[config.mk]
export PLATFORM = sky130hd
export DESIGN_NAME = zero_crossing_gain_switch_top_flat
export DESIGN_NICKNAME = d
export VERILOG_FILES = /design/src/design/zcgs_pkg.sv /design/src/design/zcgs_if.sv /design/src/design/zero_crossing_gain_switch_top.sv /design/src/flat_wrapper.sv
export VERILOG_INCLUDE_DIRS = /design/src /design/src/design
export SDC_FILE = /design/constraint.sdc
export NUM_CORES = 2
export LEC_CHECK = 0
export ABC_AREA = 0
export ABC_CLOCK_PERIOD_IN_PS = 9200
export BUFFER_PORTS_ARGS = -buffer_cell sky130_fd_sc_hd__buf_2
export CORE_MARGIN = 1.5
export CORE_UTILIZATION = 58
export CTS_CLUSTER_DIAMETER = 50
export DETAILED_ROUTE_END_ITERATION = 6
export GPL_TIMING_DRIVEN = 0
export PLACE_DENSITY = 0.85
export SYNTH_ARGS = -nofsm -noshare
export SYNTH_HDL_FRONTEND = slang
export SYNTH_SLANG_ARGS = --single-unit
[constraint.sdc]
create_clock -name clk -period 9.2 [get_ports clk]
set_input_delay 0.92 -clock clk [delete_from_list [all_inputs] [get_ports clk]]
set_output_delay 0.92 -clock clk [all_outputs]
set_load 0.02 [all_outputs]
[src/design/zero_crossing_gain_switch_top_assert.svh]
// Assertion macros used by the top-level design file.
// Each use names its label, clock, reset, property and message.
`ifndef ZERO_CROSSING_GAIN_SWITCH_TOP_ASSERT_SVH
`define ZERO_CROSSING_GAIN_SWITCH_TOP_ASSERT_SVH

`ifndef NO_ASSERTIONS
`define ZCG_ASSERT(label, clk, rst, prop, msg) \
  label: assert property (@(posedge clk) disable iff (rst) prop) else $error(msg);
`define ZCG_ASSERT_ALWAYS(label, clk, prop, msg) \
  label: assert property (@(posedge clk) prop) else $error(msg);
`else
`define ZCG_ASSERT(label, clk, rst, prop, msg)
`define ZCG_ASSERT_ALWAYS(label, clk, prop, msg)
`endif

`endif

[src/design/zcgs_pkg.sv]
`timescale 1ns / 1ps

package zcgs_pkg;

  localparam int CH_W     = 3;
  localparam int SAMPLE_W = 24;
  localparam int GAIN_W   = 18;
  localparam int FRAC_W   = 16;
  localparam int PROD_W   = SAMPLE_W + GAIN_W + 1;
  localparam int MAX_CH   = 2 ** CH_W;

  typedef logic [CH_W-1:0]            chan_t;
  typedef logic signed [SAMPLE_W-1:0] sample_t;
  typedef logic [GAIN_W-1:0]          gain_t;

  localparam gain_t   UNITY_GAIN = 18'd65536;
  localparam sample_t SAMPLE_MAX = 24'sh7FFFFF;
  localparam sample_t SAMPLE_MIN = 24'sh800000;

  // Sign recorded for a pending gain change; zero samples record as negative.
  typedef enum logic [1:0] {
    SIGN_UNSET = 2'd0,
    SIGN_POS   = 2'd1,
    SIGN_NEG   = 2'd2
  } sign_t;

endpackage

[src/design/zcgs_if.sv]
`timescale 1ns / 1ps

interface zcgs_in_if;
  import zcgs_pkg::*;

  logic    valid;
  logic    ready;
  chan_t   channel;
  sample_t sample_in;
  gain_t   target_gain;

  modport source (output valid, output channel, output sample_in, output target_gain,
                  input ready);
  modport sink (input valid, input channel, input sample_in, input target_gain,
                output ready);
endinterface

interface zcgs_out_if;
  import zcgs_pkg::*;

  logic    valid;
  logic    ready;
  chan_t   channel_out;
  sample_t sample_out;
  logic    gain_switched;

  modport source (output valid, output channel_out, output sample_out, output gain_switched,
                  input ready);
  modport sink (input valid, input channel_out, input sample_out, input gain_switched,
                output ready);
endinterface

[src/design/zero_crossing_gain_switch_top.sv]
`timescale 1ns / 1ps
`include "zero_crossing_gain_switch_top_assert.svh"

// Per-channel gain stage that changes gain only at a zero crossing.
// Requests arrive on din (channel, signed 24-bit sample, target gain in Q2.16)
// and leave on dout (channel, scaled sample, gain_switched flag), one result
// per request, in order. Both channels use valid/ready; a request moves when
// both are high at a rising clock edge.
// The pipeline has three register stages: input register, product register
// (state lookup, switch decision and the 24x19 multiply), and output register
// (round toward zero and saturate). An accepted request passes through the
// input, product and output registers in order before it shows on dout. One
// request is taken every cycle while dout is ready. The per-channel gain and
// sign table is updated as a request leaves the input register, so requests
// back-to-back on one channel see each other's updates without stalls.
// Synchronous reset sets every channel to unity gain with no pending sign
// and empties the pipeline. When dout stalls, each stage holds its request
// and din.ready falls only once all three stages are full.
// Channels at or beyond CHANNELS change no state and return a zero sample.
module zero_crossing_gain_switch_top #(
  parameter int CHANNELS = 8
) (
  input logic        clk,
  input logic        rst,
  zcgs_in_if.sink    din,
  zcgs_out_if.source dout
);
  import zcgs_pkg::*;

  localparam int NUM   = (CHANNELS < MAX_CH) ? CHANNELS : MAX_CH;
  localparam int IDX_W = (NUM > 1) ? $clog2(NUM) : 1;
  localparam int DEPTH = 2 ** IDX_W;

  localparam logic signed [PROD_W-1:0] SAT_HI   = PROD_W'(SAMPLE_MAX);
  localparam logic signed [PROD_W-1:0] SAT_LO   = PROD_W'(SAMPLE_MIN);
  localparam logic signed [PROD_W-1:0] ROUND_UP = PROD_W'((2 ** FRAC_W) - 1);

  // Per-channel state
  gain_t gain_now [DEPTH];
  sign_t track    [DEPTH];

  // Pipeline occupancy
  logic v1, v2, v3;
  logic rdy1, rdy2, rdy3;
  logic adv1;

  // Stage 1: input register
  chan_t   r1_ch;
  sample_t r1_sample;
  gain_t   r1_target;

  // Stage 2: product register
  chan_t                     r2_ch;
  logic signed [PROD_W-1:0]  r2_prod;
  logic                      r2_sw;

  // Stage 3: output register
  chan_t   r3_ch;
  sample_t r3_sample;
  logic    r3_sw;

  // Stage 1 logic
  logic               chan_ok;
  logic [IDX_W-1:0]   idx;
  gain_t              cur_gain;
  sign_t              cur_track;
  sign_t              sgn;
  sign_t              eff_track;
  logic               pending;
  logic               do_switch;
  sign_t              track_next;
  gain_t              gain_use;
  logic signed [PROD_W-1:0] prod_next;

  // Stage 2 logic
  logic signed [PROD_W-1:0] prod_adj;
  logic signed [PROD_W-1:0] quot;
  sample_t                  sample_next;

  assign rdy3 = !v3 || dout.ready;
  assign rdy2 = !v2 || rdy3;
  assign rdy1 = !v1 || rdy2;
  assign adv1 = v1 && rdy2;

  assign din.ready = rdy1;

  assign chan_ok   = int'(r1_ch) < NUM;
  assign idx       = r1_ch[IDX_W-1:0];
  assign cur_gain  = gain_now[idx];
  assign cur_track = track[idx];

  always_comb begin
    sgn       = (r1_sample > 0) ? SIGN_POS : SIGN_NEG;
    eff_track = (cur_track == SIGN_UNSET) ? sgn : cur_track;
    pending   = chan_ok && (r1_target != cur_gain);
    // The first sample of a change compares with itself, so only zero switches it.
    do_switch = pending && ((sgn != eff_track) || (r1_sample == '0));

    if (!pending) begin
      track_next = cur_track;
    end else if (do_switch) begin
      track_next = SIGN_UNSET;
    end else begin
      track_next = eff_track;
    end

    if (!chan_ok) begin
      gain_use = '0;
    end else if (do_switch) begin
      gain_use = r1_target;
    end else begin
      gain_use = cur_gain;
    end
  end

  assign prod_next = PROD_W'(r1_sample) * PROD_W'($signed({1'b0, gain_use}));

  // Negative products are biased so the arithmetic shift rounds toward zero.
  assign prod_adj = r2_prod[PROD_W-1] ? (r2_prod + ROUND_UP) : r2_prod;
  assign quot     = prod_adj >>> FRAC_W;

  always_comb begin
    if (quot > SAT_HI) begin
      sample_next = SAMPLE_MAX;
    end else if (quot < SAT_LO) begin
      sample_next = SAMPLE_MIN;
    end else begin
      sample_next = quot[SAMPLE_W-1:0];
    end
  end

  always_ff @(posedge clk) begin
    if (rst) begin
      v1 <= 1'b0;
      v2 <= 1'b0;
      v3 <= 1'b0;
      for (int i = 0; i < DEPTH; i++) begin
        gain_now[i] <= UNITY_GAIN;
        track[i]    <= SIGN_UNSET;
      end
    end else begin
      if (rdy1) begin
        v1 <= din.valid;
      end
      if (rdy2) begin
        v2 <= v1;
      end
      if (rdy3) begin
        v3 <= v2;
      end
      if (adv1 && chan_ok) begin
        track[idx] <= track_next;
        if (do_switch) begin
          gain_now[idx] <= r1_target;
        end
      end
    end
  end

  always_ff @(posedge clk) begin
    if (rdy1 && din.valid) begin
      r1_ch     <= din.channel;
      r1_sample <= din.sample_in;
      r1_target <= din.target_gain;
    end
    if (rdy2) begin
      r2_ch   <= r1_ch;
      r2_prod <= prod_next;
      r2_sw   <= do_switch;
    end
    if (rdy3) begin
      r3_ch     <= r2_ch;
      r3_sample <= sample_next;
      r3_sw     <= r2_sw;
    end
  end

  assign dout.valid         = v3;
  assign dout.channel_out   = r3_ch;
  assign dout.sample_out    = r3_sample;
  assign dout.gain_switched = r3_sw;

  `ZCG_ASSERT(a_switch_clears_sign, clk, rst, (adv1 && do_switch) |=> (track[$past(idx)] == SIGN_UNSET), "recorded sign not cleared after a gain switch")
  `ZCG_ASSERT(a_switch_takes_target, clk, rst, (adv1 && do_switch) |=> (gain_now[$past(idx)] == $past(r1_target)), "gain in use is not the target after a switch")
  `ZCG_ASSERT(a_bad_channel_silent, clk, rst, (adv1 && !chan_ok) |=> ((r2_prod == '0) && !r2_sw), "out-of-range channel produced a sample or a switch")
  `ZCG_ASSERT(a_stage2_holds, clk, rst, (v2 && !rdy3) |=> v2, "product stage dropped a request during a stall")

endmodule
[src/flat_wrapper.sv]
// flat-port wrapper written by rule: the top's interface ports become plain ports
module zero_crossing_gain_switch_top_flat import zcgs_pkg::*;
#(
  parameter int CHANNELS = 8
)
  (clk, rst, din_valid, din_channel, din_sample_in, din_target_gain, din_ready, dout_valid, dout_channel_out, dout_sample_out, dout_gain_switched, dout_ready);
  zcgs_in_if din_i ();
  zcgs_out_if dout_i ();
  input logic clk;
  input logic rst;
  input wire logic [$bits(din_i.valid)-1:0] din_valid;
  input wire logic [$bits(din_i.channel)-1:0] din_channel;
  input wire logic [$bits(din_i.sample_in)-1:0] din_sample_in;
  input wire logic [$bits(din_i.target_gain)-1:0] din_target_gain;
  output wire logic [$bits(din_i.ready)-1:0] din_ready;
  output wire logic [$bits(dout_i.valid)-1:0] dout_valid;
  output wire logic [$bits(dout_i.channel_out)-1:0] dout_channel_out;
  output wire logic [$bits(dout_i.sample_out)-1:0] dout_sample_out;
  output wire logic [$bits(dout_i.gain_switched)-1:0] dout_gain_switched;
  input wire logic [$bits(dout_i.ready)-1:0] dout_ready;
  assign din_i.valid = din_valid;
  assign din_i.channel = din_channel;
  assign din_i.sample_in = din_sample_in;
  assign din_i.target_gain = din_target_gain;
  assign din_ready = din_i.ready;
  assign dout_valid = dout_i.valid;
  assign dout_channel_out = dout_i.channel_out;
  assign dout_sample_out = dout_i.sample_out;
  assign dout_gain_switched = dout_i.gain_switched;
  assign dout_i.ready = dout_ready;
  zero_crossing_gain_switch_top #(.CHANNELS(CHANNELS)) u_core (.clk(clk), .rst(rst), .din(din_i), .dout(dout_i));
endmodule
==> run metrics <==
reg2reg end u_core.r2_prod[42]; drt wl/cell 22.9 µm; unrepaired setup endpoints after global routing yes; synth-to-layout area growth 15.2%; flip-flop and latch area roughly 0.0085 mm²; vias in the first global route 22400; Clk pin slew, worst setup/hold paths ~60 ps; Post-CTS Hold Buffers 0; H-tree depth 2; min Tclk post-route around 9100 ps; Area contributors post-synth fa_1 30%, edfxtp_1 30%, inv_1 7.2%; fin util about two thirds; Die X 224 µm; WP buf/inv 10; Ys Warns 0; Clock Skew 46.0 ps; Top FF cell, synth edfxtp_1; final setup fails 0; clock buffer depth 3; Worst Path Max Fanout 10; CP max stage delay slightly above 600 ps; # nets final 3448; Synth Register Bits between 200 and 300; Final Non-Filler Cells 3499; Synth Instances 2648; CTS sink count 286; antenna-violating nets left 0; EDFF count, synth 280; RD Place Congestion around 0.99; global-route wire length before repair 122 mm; CP Data Required Time 9410 ps; Die Span Y ~220 µm; Initial Util 58.9%; Top delay family on crit path adder cells; Hold Slack slightly above 400 ps; R2R cell count 35; final hold vios 0; Post-Place Cell Area 0.0295 mm²; status completed; r2r setup slk 60 ps; Clk Latency, worst-skew pair approximately 570 ps; crit-path most repeated cell fa_1; DP HPWL 58.0 mm; WP data arrival 9350 ps; die area 0.0501 mm²; Worst setup EP type flip-flop; DR vias 20700; Max Clock Freq 109 MHz; max_slew headroom 14.3%; I/O pins 79; Post-Syn Nets 3237; Post-Route WL between 70 and 80 mm; placed instance count approximately 3300; slew at the pin closest to its max-slew limit 1290 ps; Clock Tree Root clkbuf_16; First-pass DRT Iterations 7; Fillers 3316; CTS tree yes; critical path depth 35; total track usage 32.5%; core box area 0.0479 mm²; Critical Path Start Type flip-flop; Yosys top cell by area fa_1; pin count of the biggest net entering global routing between 40 and 50; total CTS buffers 34; initial antenna violation count 4; Unique masters post-synth 52; period utilization between 90% and 100%; max-cap viol count 0; num rows 80; share of the synthesized area in the top cell type between 30% and 40%; Worst Setup EP u_core.r2_prod[42]; Post-synth ARST share 0%; CP Class flip-flop to flip-flop; vias per cell 5.93; total gr overflow 0; footprint of the multi-input gates 0.0179 mm²; Slowest cell on crit path fa_2; dominant cell by count in the synthesized netlist inv_1; count of input and output buffers 78; Syn Std Cell Area 0.0283 mm²; layout cells sized above 1 15.8%; min-delay worst type flip-flop to flip-flop; sequential area share after synthesis 30.2%; Final Max Slew Viols 0; DR iter-0 viols 2212; cell area after layout between 0.03 and 0.04 mm²; # DRC 0; Post-synth top cells 540 x inv_1, 429 x fa_1, 280 x edfxtp_1; syn avg cell area 10.7 µm²; Hold Path Cell Cnt 0
-- metrics by stage --
step / setup TNS (ps) / setup WS, ps
floorplan: 0 / 558
global placement: -35030 / -2120
detailed placement: -40660 / -2330
CTS: 0 / 4.24
global route: -1010 / -285
finish: 0 / 58.8
-- worst min-delay path by stage --
stage                               start                          to  slack, ps
after global placement    u_core.r2_ch[2]  u_core.dout.channel_out[2]        410
final                        u_core.r2_sw   u_core.dout.gain_switched        420
after floorplan           u_core.r2_ch[0]  u_core.dout.channel_out[0]        400
after CTS                    u_core.r2_sw   u_core.dout.gain_switched        420
after global routing         u_core.r2_sw   u_core.dout.gain_switched        440
after detailed placement  u_core.r2_ch[2]  u_core.dout.channel_out[2]        410
-- timing repair --
item | in CTS | in global routing
pin swaps | 20 | 56
endpoints found under the hold margin | 0 | 0
endpoints found under the setup margin | 28 | 13
cloned | 1 | 3
gates resized for setup | 150 | 99
setup buffers | 51 | 51
-- layout by cell type (no fill, tap or decap), drive strengths merged, types with 21 or more instances in the layout --
cell type  count
nand3         28
mux2i         21
clkinv        28
buf          247
mux4          40
o21ai         43
a21oi         58
xnor2         62
inv          552
clkbuf       107
edfxtp       280
fa           429
nor3         144
nor2          90
and2         273
ha           111
nand2        217
-- layout make-up --
| class | instances | area share (%) |
|---|---|---|
| Antenna cell | 1 | 0.00769 |
| Buffer | 126 | 2.51 |
| Clock buffer | 42 | 2.71 |
| Clock inverter | 18 | 0.523 |
| Inverter | 564 | 6.52 |
| Multi-Input combinational cell | 1661 | 54.9 |
| Sequential cell | 286 | 26.2 |
| Tap cell | 615 | 2.36 |
| Timing Repair Buffer | 186 | 4.26 |
-- layer usage --
layer | vias up | global-route usage, % | share of wire [%]
met5 | - | 0 | 0.039
met4 | 4 | 18.7 | 6.7
met2 | 1404 | 53.0 | 47
met1 | 10200 | 38.5 | 35
met3 | 368 | 9.52 | 11
li1 | 8724 | - | -
-- flip-flops by register name (all words and copies together) (netlist names), named ones only --
register and count:
u_core.dout.channel_out 3, u_core.dout.gain_switched 1, u_core.dout.sample_out 24, u_core.dout.valid 1, u_core.gain_now 144, u_core.idx 3
u_core.r1_sample 24, u_core.r1_target 18, u_core.r2_ch 3, u_core.r2_prod 43, u_core.r2_sw 1, u_core.track 16
u_core.v1 1, u_core.v2 1
-- cells by family (layout without fill, tap and decap cells) --
| family | Yosys count | in the layout | synth area share, % |
|---|---|---|---|
| AOI/OAI and AO/OA | 154 | 154 | 3.47 |
| xor gates and xnor gates | 81 | 81 | 2.51 |
| adders and majority gates | 540 | 540 | 35.3 |
| buffers and inverters | 701 | 936 | 9.70 |
| DFF | 286 | 286 | 30.2 |
| muxes | 66 | 66 | 4.13 |
| other | 0 | 1 | 0 |
| and+or+nand+nor | 820 | 820 | 14.7 |
-- worst reg2reg max path: cells and delay by family (launching register included) --
family | cells | cell delay, ps
adder cells (fa/ha/maj) | 7 | 3380
flip-flops | 1 | 400
XOR/XNOR | 1 | 130
buffers and inverters | 10 | 1040
AO/OA/AOI/OAI | 7 | 1530
multiplexers | 3 | 950
AND/OR/NAND/NOR | 7 | 1430
Power is left out: the tool's default activity adds up to more than one toggle a clock period on the data nets, which glitch-free logic cannot reach.
